## config.mk

```make
export PLATFORM = sky130hd
export DESIGN_NAME = steering_pd_with_gear_select_top_flat
export DESIGN_NICKNAME = d
export VERILOG_FILES = /design/src/spg_pkg.sv /design/src/spg_in_if.sv /design/src/spg_out_if.sv /design/src/spg_div.sv /design/src/spg_mac.sv /design/src/steering_pd_with_gear_select_top.sv /design/src/flat_wrapper.sv
export SDC_FILE = /design/constraint.sdc
export NUM_CORES = 2
export LEC_CHECK = 0
export BUFFER_PORTS_ARGS = -buffer_cell sky130_fd_sc_hd__clkbuf_2
export CORE_ASPECT_RATIO = 0.9
export CORE_MARGIN = 1
export CORE_UTILIZATION = 59
export CTS_CLUSTER_DIAMETER = 30
export DETAILED_ROUTE_END_ITERATION = 10
export GPL_TIMING_DRIVEN = 0
export PLACE_DENSITY = 0.81
export SKIP_LAST_GASP = 1
export SLEW_MARGIN = 40
export SYNTH_ARGS = -nofsm -noshare
export SYNTH_HDL_FRONTEND = slang
export SYNTH_SLANG_ARGS = --single-unit
```

## constraint.sdc

```tcl
create_clock -name clk -period 8.5 [get_ports clk]
set_clock_uncertainty 0.2 [all_clocks]
set_input_delay 2.125 -clock clk [delete_from_list [all_inputs] [get_ports clk]]
set_output_delay 2.125 -clock clk [all_outputs]
set_load 0.02 [all_outputs]
```

## src/spg_pkg.sv

```systemverilog
package spg_pkg;

    // Sequencer states
    typedef enum logic [3:0] {
        ST_IDLE,
        ST_DIFF_MUL,
        ST_DIV_START,
        ST_DIV_WAIT,
        ST_FRAME_END,
        ST_P_MUL,
        ST_D_MUL,
        ST_D_ADD,
        ST_ROUND,
        ST_DONE
    } spg_state_t;

    // Accumulator operations of the shared multiply-accumulate unit
    typedef enum logic [1:0] {
        ACC_HOLD,
        ACC_LOAD,
        ACC_ADD_X16,
        ACC_ADD
    } spg_acc_op_t;

    typedef struct packed {
        logic        mul_en;
        spg_acc_op_t acc_op;
    } spg_mac_ctrl_t;

    // Datapath widths
    localparam int MUL_A_W = 17;
    localparam int MUL_B_W = 33;
    localparam int PROD_W  = MUL_A_W + MUL_B_W;
    localparam int ACC_W   = 52;
    localparam int DIV_N_W = 36;
    localparam int DIV_D_W = 16;
    localparam int RATE_W  = 32;

    // Microseconds per second
    localparam int RATE_SCALE = 1000000;

    // Register map
    localparam int APB_ADDR_W = 4;
    localparam logic [1:0] REG_P_GAIN    = 2'd0;
    localparam logic [1:0] REG_D_GAIN    = 2'd1;
    localparam logic [1:0] REG_THRESHOLD = 2'd2;
    localparam logic [1:0] REG_ENGINE    = 2'd3;

    // Gear codes
    localparam logic [1:0] GEAR_LOST = 2'd0;
    localparam logic [1:0] GEAR_SLOW = 2'd1;
    localparam logic [1:0] GEAR_FULL = 2'd2;

endpackage

```

## src/spg_in_if.sv

```systemverilog
interface spg_in_if;
    logic               valid;
    logic               ready;
    logic               cmd;
    logic               line_ok;
    logic signed [15:0] track_offset;
    logic        [15:0] period_us;
    logic signed [15:0] pot_offset;
    logic               drive_switch;

    modport source (
        output valid, cmd, line_ok, track_offset, period_us, pot_offset, drive_switch,
        input  ready
    );

    modport sink (
        input  valid, cmd, line_ok, track_offset, period_us, pot_offset, drive_switch,
        output ready
    );
endinterface

```

## src/spg_out_if.sv

```systemverilog
interface spg_out_if;
    logic               valid;
    logic               ready;
    logic signed [15:0] servo_command;
    logic signed [15:0] motor_duty;
    logic               bridge_enable;
    logic        [1:0]  gear_now;
    logic               servo_updated;

    modport source (
        output valid, servo_command, motor_duty, bridge_enable, gear_now, servo_updated,
        input  ready
    );

    modport sink (
        input  valid, servo_command, motor_duty, bridge_enable, gear_now, servo_updated,
        output ready
    );
endinterface

```

## src/spg_div.sv

```systemverilog
// Restoring divider, one quotient bit per cycle
module spg_div
    import spg_pkg::*;
(
    input  logic               clk,
    input  logic               rst_n,
    input  logic               start,
    input  logic [DIV_N_W-1:0] dividend,
    input  logic [DIV_D_W-1:0] divisor,
    output logic               done,
    output logic [DIV_N_W-1:0] quotient
);

    localparam int CNT_W = $clog2(DIV_N_W);
    localparam logic [CNT_W-1:0] CNT_LAST = CNT_W'(DIV_N_W - 1);

    logic [DIV_D_W-1:0] rem_reg, rem_next;
    logic [DIV_N_W-1:0] quo_reg, quo_next;
    logic [DIV_D_W-1:0] dsr_reg;
    logic [CNT_W-1:0]   cnt_reg;
    logic               busy_reg;
    logic               done_reg;

    logic [DIV_D_W:0]   trial;
    logic [DIV_D_W:0]   trial_sub;
    logic               fits;

    // One shift-subtract step
    always_comb
    begin
        trial     = {rem_reg, quo_reg[DIV_N_W-1]};
        trial_sub = trial - {1'b0, dsr_reg};
        fits      = (trial >= {1'b0, dsr_reg});
        rem_next  = fits ? trial_sub[DIV_D_W-1:0] : trial[DIV_D_W-1:0];
        quo_next  = {quo_reg[DIV_N_W-2:0], fits};
    end

    // Control
    always_ff @(posedge clk or negedge rst_n)
    begin
        if (!rst_n)
        begin
            busy_reg <= 1'b0;
            done_reg <= 1'b0;
            cnt_reg  <= '0;
        end
        else
        begin
            done_reg <= 1'b0;
            if (start)
            begin
                busy_reg <= 1'b1;
                cnt_reg  <= '0;
            end
            else if (busy_reg)
            begin
                cnt_reg <= cnt_reg + 1'b1;
                if (cnt_reg == CNT_LAST)
                begin
                    busy_reg <= 1'b0;
                    done_reg <= 1'b1;
                end
            end
        end
    end

    // Remainder and quotient shift registers
    always_ff @(posedge clk)
    begin
        if (start)
        begin
            rem_reg <= '0;
            quo_reg <= dividend;
            dsr_reg <= divisor;
        end
        else if (busy_reg)
        begin
            rem_reg <= rem_next;
            quo_reg <= quo_next;
        end
    end

    assign done     = done_reg;
    assign quotient = quo_reg;

endmodule

```

## src/spg_mac.sv

```systemverilog
// Shared multiplier with registered product and accumulator
module spg_mac
    import spg_pkg::*;
(
    input  logic                      clk,
    input  spg_mac_ctrl_t             ctrl,
    input  logic signed [MUL_A_W-1:0] a,
    input  logic signed [MUL_B_W-1:0] b,
    input  logic signed [ACC_W-1:0]   load_val,
    output logic signed [PROD_W-1:0]  prod,
    output logic signed [ACC_W-1:0]   acc
);

    logic signed [PROD_W-1:0] prod_reg, prod_next;
    logic signed [ACC_W-1:0]  acc_reg, acc_next;

    assign prod_next = a * b;

    // Accumulator update
    always_comb
    begin
        case (ctrl.acc_op)
            ACC_HOLD:    acc_next = acc_reg;
            ACC_LOAD:    acc_next = load_val;
            ACC_ADD_X16: acc_next = acc_reg + (ACC_W'(prod_reg) <<< 4);
            ACC_ADD:     acc_next = acc_reg + ACC_W'(prod_reg);
            default:     acc_next = acc_reg;
        endcase
    end

    always_ff @(posedge clk)
    begin
        if (ctrl.mul_en)
        begin
            prod_reg <= prod_next;
        end
        acc_reg <= acc_next;
    end

    assign prod = prod_reg;
    assign acc  = acc_reg;

endmodule

```

## src/steering_pd_with_gear_select_top.sv

```systemverilog
// Line-following steering PD controller with speed gear selection.
// Channel item_ch carries one beat per camera frame (cmd 0) or servo
// tick (cmd 1); channel result_ch returns exactly one beat per item
// beat: the steering command, the motor duty, the bridge enable, the gear
// and whether this beat recomputed the servo command.
// The APB port sets p_gain, d_gain, gear_threshold and engine_command at
// byte addresses 0, 4, 8 and 12; write it only while the block is idle.
// One item is worked on at a time; item_ch.ready is high only when idle.
// A valid frame forms the rate from one multiply of the error difference
// by 10^6 and a 36-step radix-2 divider by the frame period. A servo tick
// makes two passes through the shared multiplier, then accumulates, clamps
// and rounds. An invalid frame skips the multiply and the divider. The next
// item can be taken in the cycle after the result is loaded.
// The result sits in an output register; the next item is accepted while
// it waits, and that item stalls in its last step until result_ch takes it.
// Reset clears the error, rate, gear and steering state to zero and loads
// the register defaults; no output beat is pending after reset.
module steering_pd_with_gear_select_top
    import spg_pkg::*;
#(
    parameter int COMMAND_FRAC_BITS = 14
)
(
    input  logic                  clk,
    input  logic                  rst_n,
    spg_in_if.sink                item_ch,
    spg_out_if.source             result_ch,
    input  logic                  psel,
    input  logic                  penable,
    input  logic                  pwrite,
    input  logic [APB_ADDR_W-1:0] paddr,
    input  logic [31:0]           pwdata,
    output logic [31:0]           prdata,
    output logic                  pready
);

    localparam int SUM_SHIFT = 32 - COMMAND_FRAC_BITS;
    localparam longint FULL  = longint'(1) << COMMAND_FRAC_BITS;
    localparam logic [15:0] DUTY_GEAR0 = 16'((4 * FULL + 5) / 10);
    localparam logic [15:0] DUTY_GEAR1 = 16'(FULL / 2);
    localparam int DRV_W = 21;
    localparam logic [DRV_W-1:0] DRV_FULL = DRV_W'(FULL);
    localparam int CLAMP_W = 34;
    localparam logic signed [ACC_W-1:0]   ACC_ONE   = ACC_W'(longint'(1) << 32);
    localparam logic signed [ACC_W-1:0]   ACC_MONE  = -ACC_ONE;
    localparam logic signed [CLAMP_W-1:0] CLP_ONE   = CLAMP_W'(longint'(1) << 32);
    localparam logic signed [CLAMP_W:0]   RND_HALF  = (CLAMP_W+1)'(longint'(1) << (SUM_SHIFT - 1));
    localparam logic [DIV_N_W-1:0] Q_POS_MAX = DIV_N_W'(longint'(32'h7FFF_FFFF));
    localparam logic [DIV_N_W-1:0] Q_NEG_MAX = DIV_N_W'(longint'(1) << 31);

    // Configuration registers
    logic [15:0]        p_gain_reg;
    logic [15:0]        d_gain_reg;
    logic [14:0]        threshold_reg;
    logic signed [15:0] engine_reg;

    // Controller state
    logic signed [15:0]       last_error_reg;
    logic signed [RATE_W-1:0] rate_reg, rate_next;
    logic [1:0]               gear_reg, gear_next;
    logic [15:0]              steer_reg, steer_next;

    // Captured item
    logic                     cmd_reg;
    logic                     line_ok_reg;
    logic signed [15:0]       pos_reg;
    logic [15:0]              period_reg;
    logic signed [15:0]       pot_reg;
    logic                     drive_reg;
    logic signed [MUL_A_W-1:0] diff_reg;

    // Output register
    logic                     out_valid_reg;
    logic signed [15:0]       out_servo_reg;
    logic signed [15:0]       out_duty_reg;
    logic                     out_enable_reg;
    logic [1:0]               out_gear_reg;
    logic                     out_updated_reg;

    spg_state_t state_reg, state_next;

    // Sequencer outputs
    logic                      accept;
    logic                      div_start;
    logic                      frame_end;
    logic                      steer_en;
    logic                      out_load;
    spg_mac_ctrl_t             mac_ctrl;
    logic signed [MUL_A_W-1:0] mac_a;
    logic signed [MUL_B_W-1:0] mac_b;

    logic signed [PROD_W-1:0]  prod;
    logic signed [ACC_W-1:0]   acc;
    logic signed [ACC_W-1:0]   pot_term;
    logic                      div_done;
    logic [DIV_N_W-1:0]        quotient;
    logic [PROD_W-1:0]         prod_mag;
    logic [DIV_D_W-1:0]        divisor;

    logic                      cfg_write;

    // ---------------- configuration port ----------------
    assign pready    = 1'b1;
    assign cfg_write = psel && penable && pwrite;

    always_ff @(posedge clk or negedge rst_n)
    begin
        if (!rst_n)
        begin
            p_gain_reg    <= 16'd13631;
            d_gain_reg    <= 16'd15938;
            threshold_reg <= 15'd1280;
            engine_reg    <= '0;
        end
        else if (cfg_write)
        begin
            case (paddr[3:2])
                REG_P_GAIN:    p_gain_reg    <= pwdata[15:0];
                REG_D_GAIN:    d_gain_reg    <= pwdata[15:0];
                REG_THRESHOLD: threshold_reg <= pwdata[14:0];
                REG_ENGINE:    engine_reg    <= pwdata[15:0];
                default:       p_gain_reg    <= p_gain_reg;
            endcase
        end
    end

    always_comb
    begin
        case (paddr[3:2])
            REG_P_GAIN:    prdata = {16'd0, p_gain_reg};
            REG_D_GAIN:    prdata = {16'd0, d_gain_reg};
            REG_THRESHOLD: prdata = {17'd0, threshold_reg};
            REG_ENGINE:    prdata = {16'd0, engine_reg};
            default:       prdata = '0;
        endcase
    end

    // ---------------- sequencer ----------------
    always_ff @(posedge clk or negedge rst_n)
    begin
        if (!rst_n)
        begin
            state_reg <= ST_IDLE;
        end
        else
        begin
            state_reg <= state_next;
        end
    end

    // Next state
    always_comb
    begin
        state_next = state_reg;
        case (state_reg)
            ST_IDLE:
            begin
                if (item_ch.valid)
                begin
                    if (item_ch.cmd)
                        state_next = ST_P_MUL;
                    else if (item_ch.line_ok)
                        state_next = ST_DIFF_MUL;
                    else
                        state_next = ST_FRAME_END;
                end
            end
            ST_DIFF_MUL:  state_next = ST_DIV_START;
            ST_DIV_START: state_next = ST_DIV_WAIT;
            ST_DIV_WAIT:
            begin
                if (div_done)
                    state_next = ST_FRAME_END;
            end
            ST_FRAME_END: state_next = ST_DONE;
            ST_P_MUL:     state_next = ST_D_MUL;
            ST_D_MUL:     state_next = ST_D_ADD;
            ST_D_ADD:     state_next = ST_ROUND;
            ST_ROUND:     state_next = ST_DONE;
            ST_DONE:
            begin
                if (!out_valid_reg || result_ch.ready)
                    state_next = ST_IDLE;
            end
            default:      state_next = ST_IDLE;
        endcase
    end

    // Sequencer outputs and multiplier operand select
    always_comb
    begin
        accept          = 1'b0;
        div_start       = 1'b0;
        frame_end       = 1'b0;
        steer_en        = 1'b0;
        out_load        = 1'b0;
        mac_ctrl.mul_en = 1'b0;
        mac_ctrl.acc_op = ACC_HOLD;
        mac_a           = diff_reg;
        mac_b           = MUL_B_W'(RATE_SCALE);
        case (state_reg)
            ST_IDLE:      accept = item_ch.valid;
            ST_DIFF_MUL:  mac_ctrl.mul_en = 1'b1;
            ST_DIV_START: div_start = 1'b1;
            ST_FRAME_END: frame_end = 1'b1;
            ST_P_MUL:
            begin
                mac_ctrl.mul_en = 1'b1;
                mac_ctrl.acc_op = ACC_LOAD;
                mac_a           = {1'b0, p_gain_reg};
                mac_b           = MUL_B_W'(last_error_reg);
            end
            ST_D_MUL:
            begin
                mac_ctrl.mul_en = 1'b1;
                mac_ctrl.acc_op = ACC_ADD_X16;
                mac_a           = {1'b0, d_gain_reg};
                mac_b           = MUL_B_W'(rate_reg);
            end
            ST_D_ADD:     mac_ctrl.acc_op = ACC_ADD;
            ST_ROUND:     steer_en = 1'b1;
            ST_DONE:      out_load = !out_valid_reg || result_ch.ready;
            default:      accept = 1'b0;
        endcase
    end

    assign item_ch.ready = (state_reg == ST_IDLE);

    // Capture the item; the error difference is formed here
    always_ff @(posedge clk)
    begin
        if (accept)
        begin
            cmd_reg     <= item_ch.cmd;
            line_ok_reg <= item_ch.line_ok;
            pos_reg     <= item_ch.track_offset;
            period_reg  <= item_ch.period_us;
            pot_reg     <= item_ch.pot_offset;
            drive_reg   <= item_ch.drive_switch;
            diff_reg    <= MUL_A_W'(item_ch.track_offset) - MUL_A_W'(last_error_reg);
        end
    end

    // ---------------- shared multiply-accumulate ----------------
    assign pot_term = ACC_W'(pot_reg) <<< SUM_SHIFT;

    spg_mac u_mac (
        .clk      (clk),
        .ctrl     (mac_ctrl),
        .a        (mac_a),
        .b        (mac_b),
        .load_val (pot_term),
        .prod     (prod),
        .acc      (acc)
    );

    // ---------------- rate divider ----------------
    assign prod_mag = prod[PROD_W-1] ? PROD_W'(-prod) : PROD_W'(prod);
    assign divisor  = (period_reg == '0) ? DIV_D_W'(1) : period_reg;

    spg_div u_div (
        .clk      (clk),
        .rst_n    (rst_n),
        .start    (div_start),
        .dividend (prod_mag[DIV_N_W-1:0]),
        .divisor  (divisor),
        .done     (div_done),
        .quotient (quotient)
    );

    // Frame end: saturate the rate and choose the gear; a lost line clears the rate and selects the lost gear
    logic signed [16:0] pos_ext;
    logic [16:0]        pos_mag;

    always_comb
    begin
        pos_ext = 17'(pos_reg);
        pos_mag = pos_ext[16] ? 17'(-pos_ext) : 17'(pos_ext);
        if (!line_ok_reg)
        begin
            rate_next = '0;
            gear_next = GEAR_LOST;
        end
        else
        begin
            if (diff_reg[MUL_A_W-1])
                rate_next = (quotient > Q_NEG_MAX) ? RATE_W'(Q_NEG_MAX)
                                                   : -RATE_W'(quotient);
            else
                rate_next = (quotient > Q_POS_MAX) ? RATE_W'(Q_POS_MAX)
                                                   : RATE_W'(quotient);
            gear_next = (pos_mag > 17'(threshold_reg)) ? GEAR_SLOW : GEAR_FULL;
        end
    end

    // Servo: clamp to plus or minus one, round to nearest, ties upward
    logic signed [CLAMP_W-1:0] clamped;
    logic signed [CLAMP_W:0]   rounded;

    always_comb
    begin
        if (acc > ACC_ONE)
            clamped = CLP_ONE;
        else if (acc < ACC_MONE)
            clamped = -CLP_ONE;
        else
            clamped = acc[CLAMP_W-1:0];
        rounded    = ((CLAMP_W+1)'(clamped) + RND_HALF) >>> SUM_SHIFT;
        steer_next = rounded[15:0];
    end

    always_ff @(posedge clk or negedge rst_n)
    begin
        if (!rst_n)
        begin
            last_error_reg <= '0;
            rate_reg       <= '0;
            gear_reg       <= GEAR_LOST;
            steer_reg      <= '0;
        end
        else
        begin
            if (frame_end)
            begin
                rate_reg <= rate_next;
                gear_reg <= gear_next;
                if (line_ok_reg)
                    last_error_reg <= pos_reg;
            end
            if (steer_en)
                steer_reg <= steer_next;
        end
    end

    // ---------------- motor drive ----------------
    logic signed [16:0] eng_ext;
    logic [16:0]        eng_mag;
    logic [DRV_W-1:0]   eng_mag10;
    logic               drive_on;
    logic [15:0]        duty;

    always_comb
    begin
        eng_ext   = 17'(engine_reg);
        eng_mag   = eng_ext[16] ? 17'(-eng_ext) : 17'(eng_ext);
        eng_mag10 = DRV_W'({eng_mag, 3'b000}) + DRV_W'({eng_mag, 1'b0});
        drive_on  = drive_reg && (eng_mag10 >= DRV_FULL);
        case (gear_reg)
            GEAR_SLOW: duty = DUTY_GEAR1;
            GEAR_FULL: duty = engine_reg;
            default:   duty = DUTY_GEAR0;
        endcase
        if (!drive_on)
            duty = '0;
    end

    // ---------------- output register ----------------
    always_ff @(posedge clk or negedge rst_n)
    begin
        if (!rst_n)
        begin
            out_valid_reg <= 1'b0;
        end
        else if (out_load)
        begin
            out_valid_reg <= 1'b1;
        end
        else if (result_ch.ready)
        begin
            out_valid_reg <= 1'b0;
        end
    end

    always_ff @(posedge clk)
    begin
        if (out_load)
        begin
            out_servo_reg   <= steer_reg;
            out_duty_reg    <= duty;
            out_enable_reg  <= drive_on;
            out_gear_reg    <= gear_reg;
            out_updated_reg <= cmd_reg;
        end
    end

    assign result_ch.valid         = out_valid_reg;
    assign result_ch.servo_command = out_servo_reg;
    assign result_ch.motor_duty    = out_duty_reg;
    assign result_ch.bridge_enable = out_enable_reg;
    assign result_ch.gear_now      = out_gear_reg;
    assign result_ch.servo_updated = out_updated_reg;

endmodule

```

## src/flat_wrapper.sv

```systemverilog
// flat-port wrapper written by rule: the top's interface ports become plain ports
module steering_pd_with_gear_select_top_flat import spg_pkg::*;
#(
    parameter int COMMAND_FRAC_BITS = 14
)
  (clk, rst_n, psel, penable, pwrite, paddr, pwdata, prdata, pready, item_ch_valid, item_ch_cmd, item_ch_line_ok, item_ch_track_offset, item_ch_period_us, item_ch_pot_offset, item_ch_drive_switch, item_ch_ready, result_ch_valid, result_ch_servo_command, result_ch_motor_duty, result_ch_bridge_enable, result_ch_gear_now, result_ch_servo_updated, result_ch_ready);
  spg_in_if item_ch_i ();
  spg_out_if result_ch_i ();
  input  logic clk;
  input  logic rst_n;
  input  logic psel;
  input  logic penable;
  input  logic pwrite;
  input  logic [APB_ADDR_W-1:0] paddr;
  input  logic [31:0] pwdata;
  output logic [31:0] prdata;
  output logic pready;
  input wire logic [$bits(item_ch_i.valid)-1:0] item_ch_valid;
  input wire logic [$bits(item_ch_i.cmd)-1:0] item_ch_cmd;
  input wire logic [$bits(item_ch_i.line_ok)-1:0] item_ch_line_ok;
  input wire logic [$bits(item_ch_i.track_offset)-1:0] item_ch_track_offset;
  input wire logic [$bits(item_ch_i.period_us)-1:0] item_ch_period_us;
  input wire logic [$bits(item_ch_i.pot_offset)-1:0] item_ch_pot_offset;
  input wire logic [$bits(item_ch_i.drive_switch)-1:0] item_ch_drive_switch;
  output wire logic [$bits(item_ch_i.ready)-1:0] item_ch_ready;
  output wire logic [$bits(result_ch_i.valid)-1:0] result_ch_valid;
  output wire logic [$bits(result_ch_i.servo_command)-1:0] result_ch_servo_command;
  output wire logic [$bits(result_ch_i.motor_duty)-1:0] result_ch_motor_duty;
  output wire logic [$bits(result_ch_i.bridge_enable)-1:0] result_ch_bridge_enable;
  output wire logic [$bits(result_ch_i.gear_now)-1:0] result_ch_gear_now;
  output wire logic [$bits(result_ch_i.servo_updated)-1:0] result_ch_servo_updated;
  input wire logic [$bits(result_ch_i.ready)-1:0] result_ch_ready;
  assign item_ch_i.valid = item_ch_valid;
  assign item_ch_i.cmd = item_ch_cmd;
  assign item_ch_i.line_ok = item_ch_line_ok;
  assign item_ch_i.track_offset = item_ch_track_offset;
  assign item_ch_i.period_us = item_ch_period_us;
  assign item_ch_i.pot_offset = item_ch_pot_offset;
  assign item_ch_i.drive_switch = item_ch_drive_switch;
  assign item_ch_ready = item_ch_i.ready;
  assign result_ch_valid = result_ch_i.valid;
  assign result_ch_servo_command = result_ch_i.servo_command;
  assign result_ch_motor_duty = result_ch_i.motor_duty;
  assign result_ch_bridge_enable = result_ch_i.bridge_enable;
  assign result_ch_gear_now = result_ch_i.gear_now;
  assign result_ch_servo_updated = result_ch_i.servo_updated;
  assign result_ch_i.ready = result_ch_ready;
  steering_pd_with_gear_select_top #(.COMMAND_FRAC_BITS(COMMAND_FRAC_BITS)) u_core (.clk(clk), .rst_n(rst_n), .item_ch(item_ch_i), .result_ch(result_ch_i), .psel(psel), .penable(penable), .pwrite(pwrite), .paddr(paddr), .pwdata(pwdata), .prdata(prdata), .pready(pready));
endmodule
```

Yosys cells after proc, flatten, opt, wreduce, memory -nomap -nowiden
Index checks and enable logic that the tools add are counted.

Divide/modulo/power cells: 0. Bitwise gates (word level): 0. Eq/ne operators: 21. Multiply operators: 1. Reductions and logical operators: 19. Order comparisons: 7. Multiplexer cells: 42. $add $sub $neg: 11. Shifts and indexed selects: 0.

Operator list (number): 52-bit case mux with 3 select lines (1); 32-bit two-way mux (4); 32-bit case mux with 4 select lines (1); 36-bit two-way mux (3); 34-bit two-way mux (2); 33-bit case mux with 2 select lines (1); 52-bit by 50-bit adder with 52-bit output (1); 52-bit adder (1); 52-bit by 34-bit greater-than comparator with 1-bit output (second input constant) (1); 52-bit by 33-bit < comparator with 1-bit output (second input constant) (1); 17-bit by 33-bit multiplier with 50-bit output (1); 36-bit by 31-bit greater-than comparator with 1-bit output (second input constant) (1); 36-bit by 32-bit greater-than comparator with 1-bit output (second input constant) (1); 36-bit negation (1); 4-bit case mux with 9 select lines (1); 34-bit by 19-bit adder with 34-bit output (second input constant) (1); 17-bit two-way mux (2); 16-bit negation with 17-bit output (2); 17-bit case mux with 2 select lines (1); 32-bit negation (1); 16-bit case mux with 2 select lines (1); 20-bit by 18-bit adder with 21-bit output (1); 21-bit by 15-bit greater-or-equal comparator with 1-bit output (second input constant) (1); 17-bit by 16-bit greater-or-equal comparator with 1-bit output (1); other kinds (31) (69).

Latch bits: 0. ROM bits: 0. Bits in writable memories: 0. Word-level logic and storage cells: 131. Memories kept: 0. Input bits: 94. Bits in registers: 416. Output and inout bits: 71.

Logic depth before layout (Yosys ltp)
Depth in word-level cells: 5. Gate-level depth with buffers: 31. Depth with buffers taken out: 30.

Modules after synthesis
Synthesis repeated with hierarchy kept, for this count alone.

Cells, all modules: 5090. Area total of the unflattened synthesis: 47646.9 um2.

Modules (own cells, without submodules): spg_mac (sequential area each 3062.9 um2, cells an instance 3285, instances 1, area each 28921.5 um2); steering_pd_with_gear_select_top (sequential area each 6500.0 um2, cells an instance 1470, instances 1, area each 14721.6 um2); spg_div (sequential area each 2082.0 um2, cells an instance 335, instances 1, area each 4003.8 um2).

Least setup slack after synthesis
OpenSTA, ideal clock, no wires.

Kind: reg2reg. Start: reg u_core.state_reg[3]. End: reg u_core.u_mac.prod_reg[49] (netlist: u_core.u_mac.prod[49]) (data pin). Period minus slack after synthesis: 9.165 ns. Buffers on the path: 2. Stages on the path, launching flop included: 23. Slack: -0.665 ns. Required time: 8.042 ns. Data arrival time: 8.707 ns. Cell sequence: dfrtp_1 nand2b_1 clkbuf_1 nor2_1 o221ai_1 clkbuf_1 nor2_1 ha_1 fa_1 fa_1 fa_1 inv_1 fa_1 inv_1 ha_1 a21o_1 a311o_1 a21oi_1 o211ai_1 nand2_1 nor3b_1 o41a_1 xnor2_1.

Cells in the longest elaborated chain, start to end: 3. Elaborated cells between the ends (all ways): 5. Those cells by class: mul: 1; eq/ne: 2; mux: 2.

Ends and longest elaborated chain: from (decl) (line steering_pd_with_gear_select_top.sv:80) `spg_state_t state_reg, state_next;`; from (signal assigned) (line steering_pd_with_gear_select_top.sv:147) `state_reg <= state_next;`; 4-bit by 3-bit equality test with 1-bit output (line steering_pd_with_gear_select_top.sv:201) `case (state_reg)`; 17-bit case mux with 2 select lines or 33-bit case mux with 2 select lines (tied branches) (line steering_pd_with_gear_select_top.sv:201); 17-bit by 33-bit multiplier with 50-bit output (*) (line spg_mac.sv:17) `assign prod_next = a * b;`; via u_core.u_mac.prod_next[49] (line spg_mac.sv:14) `logic signed [PROD_W-1:0] prod_reg, prod_next;`; to (signal assigned) (line spg_mac.sv:35) `prod_reg <= prod_next;`; to (decl) (line spg_mac.sv:14).

Mark *: on every way through the listed nets, which the timed path passes. The rest lies on a longest branch. A chain may end at the register's enable or synchronous reset.

Worst setup path after layout
Start: reg u_core.state_reg[0]. End: reg u_core.u_mac.prod_reg[49] (netlist: u_core.u_mac.prod[49]) (data pin).

The elaborated chain is that of the path after synthesis.

==> flow_metrics.py <==
metrics = {
    "clock_network": {
        "cts_buffer_depth": 3,
        "tritoncts.num_buffers": 88,
        "cts.sink_count": 416,
        "clkLatencyLatePin_ns": 0.65,
        "tritoncts": "yes",
        "cts_root_buf": "sky130_fd_sc_hd__clkbuf_16",
        "path_clk_slew_ns": 0.05,
        "cts_htree_levels": 3,
    },
    "routing": {
        "detail_route.wirelength_mm": 141,
        "detail_route.drc_violations": 0,
        "detailedRoute.firstPassIterationCount": 8,
        "route.antenna.remaining_nets": 0,
        "routedWlPerCell_um": 22.8,
        "drt_first_iter_violations": 4199,
        "via_count": 38300,
        "drt-vias-per-instance": 6.16,
    },
    "worst_setup_path": {
        "setup.reg_to_reg.worst_slack_ns": 0.12,
        "end_kind": "flop",
        "cp-startpoint": "u_core.state_reg[0]",
        "crit_top_cell": "sky130_fd_sc_hd__fa_1",
        "crit_path_start_kind": "flop",
        "critPathArrivalTime_ns": 8.56,
        "setup.worst_path.end": "u_core.u_mac.prod[49]",
        "critPathRequiredTime_ns": 8.68,
        "regToRegEndpoint": "u_core.u_mac.prod[49]",
        "r2r-start": "u_core.state_reg[0]",
        "r2r_cells": 29,
        "critical-path-slowest-cell": "sky130_fd_sc_hd__fa_1",
        "crit_path_max_fanout": 10,
        "cp_slowest_stage_delay_ns": 0.66,
        "critPathKind": "reg2reg",
    },
    "final_layout": {
        "layout.filler_cells": 5809,
        "stdcell_count": 6217,
        "final_common_cell": "sky130_fd_sc_hd__inv_1",
        "most-common-layout-cells": "648 x sky130_fd_sc_hd__inv_1, 539 x sky130_fd_sc_hd__nand2_1, 529 x sky130_fd_sc_hd__fa_1",
        "drive_above_1_share_pct": 13.0,
        "finalNetCount": 6022,
        "flip_flop_count_of_the_largest_register_after_layout": 52,
        "area_growth_pct": 14.4,
    },
    "yosys": {
        "synth.top_cells.by_area": "sky130_fd_sc_hd__fa_1 23%, sky130_fd_sc_hd__edfxtp_1 17%, sky130_fd_sc_hd__ha_1 7.9%",
        "synth.yosys.seq_area_share_pct": 25.6,
        "top_area_cell_type_share_of_the_netlist_area_pct": 23.4,
        "synth.ff_latch_count": 416,
        "synth.cell_area_um2": 45400,
        "synth_largest_area_cell": "sky130_fd_sc_hd__fa_1",
        "dominantRegCellSynth": "sky130_fd_sc_hd__edfxtp_1",
        "syn-instance-count": 4833,
        "yosys_warnings": 0,
        "synth-async-reset-ratio_pct": 34.1,
        "syn_area_per_cell_um2": 9.40,
        "synth_edf_count": 258,
        "synth.lib_cells_used.distinct": 104,
    },
    "outcome": {
        "status": "complete, no violations",
    },
    "timing": {
        "final_period_utilization_pct": 98.6,
        "final.setup.tns_ns": 0,
        "timing_max_transition_violations_final": 0,
        "timing.slew.headroom_pct": 36.7,
        "clock.fmax_mhz": 119,
        "worstMarginPinSlew_ns": 0.949,
        "setup_repair_after_global_routing_missed_its_margin": "yes",
        "finalWorstPathRequiredPeriod_ns": 8.38,
        "final.hold.worst_slack_ns": 0.244,
        "finalSetupViolCount": 0,
        "finalHoldViolCount": 0,
    },
    "global_routing": {
        "groute.layer.met3.usage_pct": 10.0,
        "grt_antenna_before_repair": 2,
        "groute.layer.met1.usage_pct": 49.6,
        "grt_pass1_vias": 38000,
        "grtUsageMet2_pct": 53.7,
        "grt_max_degree": 66,
        "global_route_usage_over_all_layers_pct": 36.2,
        "busiest_layer": "met2",
        "grt_pass1_wl_mm": 216,
        "grt-ovfl-total": 0,
    },
    "die": {
        "chipHeight_um": 265,
        "start_util_pct": 59.6,
        "core_area_um2": 76200,
        "die_area_um2": 78100,
        "row_count": 96,
        "top_level_ports": 165,
        "floorplan.die.width_um": 294,
    },
    "place": {
        "dp_cells": 6034,
        "port_buffer_count": 129,
        "finalWeightedCongestion": 1.00,
        "dp_hpwl_mm": 110,
    },
    "run": {
        "max_cap_violations": 0,
    },
    "hold_path": {
        "hold_path.class": "reg2reg",
    },
}
==> worst max-delay path: cells and delay by family, from the launching register on <==
| kind | cells | cell delay, ns |
|---|---|---|
| xor+xnor | 1 | 0.15 |
| flops | 1 | 0.43 |
| compound gates | 9 | 2.03 |
| buf+inv | 6 | 1.04 |
| simple gates | 6 | 0.68 |
| fa+ha+maj | 7 | 3.60 |
==> through the flow <==
step | instance area [um2] | worst slack, ns | utilization, %
6_report | 51900 | 0.119 | 68.2
5_1_grt | 51900 | -0.124 | 68.2
4_1_cts | 51400 | -0.0464 | 67.5
3_5_place_dp | 47900 | -1.33 | 62.9
3_3_place_gp | 47400 | -2.29 | 62.3
2_1_floorplan | 45500 | 0.282 | -
==> metal layers <==
| layer | share of wire [%] | wire, um |
|---|---|---|
| met1 | 39 | 55800 |
| met2 | 43 | 60600 |
| met3 | 13 | 17800 |
| met4 | 5.1 | 7260 |
| met5 | 0.0092 | 13 |
==> synthesized netlist by cell type, types with 13 or more instances <==
| cell type | number |
|---|---|
| sky130_fd_sc_hd__buf_1 | 13 |
| sky130_fd_sc_hd__o221ai_1 | 16 |
| sky130_fd_sc_hd__xnor2_1 | 142 |
| sky130_fd_sc_hd__mux4_2 | 15 |
| sky130_fd_sc_hd__dfxtp_1 | 16 |
| sky130_fd_sc_hd__o31ai_1 | 39 |
| sky130_fd_sc_hd__mux2_2 | 66 |
| sky130_fd_sc_hd__a31oi_1 | 21 |
| sky130_fd_sc_hd__nand3_1 | 51 |
| sky130_fd_sc_hd__or3_1 | 19 |
| sky130_fd_sc_hd__nor4_1 | 29 |
| sky130_fd_sc_hd__and3_1 | 32 |
| sky130_fd_sc_hd__edfxtp_1 | 258 |
| sky130_fd_sc_hd__o21a_1 | 23 |
| sky130_fd_sc_hd__dfrtp_1 | 123 |
| sky130_fd_sc_hd__nand2_1 | 549 |
| sky130_fd_sc_hd__a22o_1 | 31 |
| sky130_fd_sc_hd__o21bai_1 | 31 |
| sky130_fd_sc_hd__nor2_1 | 436 |
| sky130_fd_sc_hd__or4_1 | 13 |
| sky130_fd_sc_hd__nor2b_1 | 44 |
| sky130_fd_sc_hd__ha_1 | 285 |
| sky130_fd_sc_hd__nand2b_1 | 61 |
| sky130_fd_sc_hd__buf_4 | 19 |
| sky130_fd_sc_hd__xor2_1 | 117 |
| sky130_fd_sc_hd__nor3_1 | 66 |
| sky130_fd_sc_hd__a22oi_1 | 23 |
| sky130_fd_sc_hd__a211oi_1 | 39 |
| sky130_fd_sc_hd__o22ai_1 | 27 |
| sky130_fd_sc_hd__clkbuf_1 | 178 |
| sky130_fd_sc_hd__nand4_1 | 41 |
| sky130_fd_sc_hd__o21ai_1 | 78 |
| sky130_fd_sc_hd__a21oi_1 | 254 |
| sky130_fd_sc_hd__dfstp_2 | 19 |
| sky130_fd_sc_hd__inv_1 | 650 |
| sky130_fd_sc_hd__fa_1 | 531 |
| sky130_fd_sc_hd__o21ai_0 | 140 |
| sky130_fd_sc_hd__and2_1 | 33 |
| sky130_fd_sc_hd__a21o_1 | 100 |
==> cells by family (layout without fill, tap and decap cells) <==
logic type / count (synthesis) / in the layout / synth area share [%]
compound gates: 952 / 952 / 13.9
xor+xnor: 259 / 259 / 5.00
mux: 93 / 93 / 2.65
other cells: 2 / 26 / 0.0165
fa+ha+maj: 816 / 816 / 31.3
buf+inv: 873 / 1204 / 7.41
simple gates: 1422 / 1422 / 14.1
flops: 416 / 416 / 25.6
==> layout make-up <==
cell class	instances	area [um2]	area share [%]
repair buffers	174	1180	2.28
well taps	1029	1290	2.48
multi-input cells	3567	31100	59.8
plain buffers	213	1110	2.13
diodes	1	2.50	0.00482
flip-flops and latches	416	11600	22.4
clock buffers	100	2320	4.46
clock inverters	65	863	1.66
inverters	652	2450	4.72
==> timing repair <==
action,CTS,global route
endpoints found under the setup margin,36,17
setup buffers,5,20
pin swaps,4,16
gates resized for setup,97,175
hold buffers,0,0
==> worst min-delay path by stage <==
stage                              from                                 to  slack [ns]  cells after the start
detailed placement       u_core.cmd_reg     u_core.result_ch.servo_updated        0.21                      0
global placement         u_core.cmd_reg     u_core.result_ch.servo_updated        0.21                      0
global route             u_core.cmd_reg     u_core.result_ch.servo_updated        0.25                      0
floorplan                u_core.cmd_reg     u_core.result_ch.servo_updated        0.20                      0
finish              u_core.steer_reg[4]  u_core.result_ch.servo_command[4]        0.24                      0
CTS                 u_core.steer_reg[8]  u_core.result_ch.servo_command[8]        0.24                      0
Power is not shown: default switching activity piles up to over one toggle a cycle in this logic, so the estimate is an artifact.
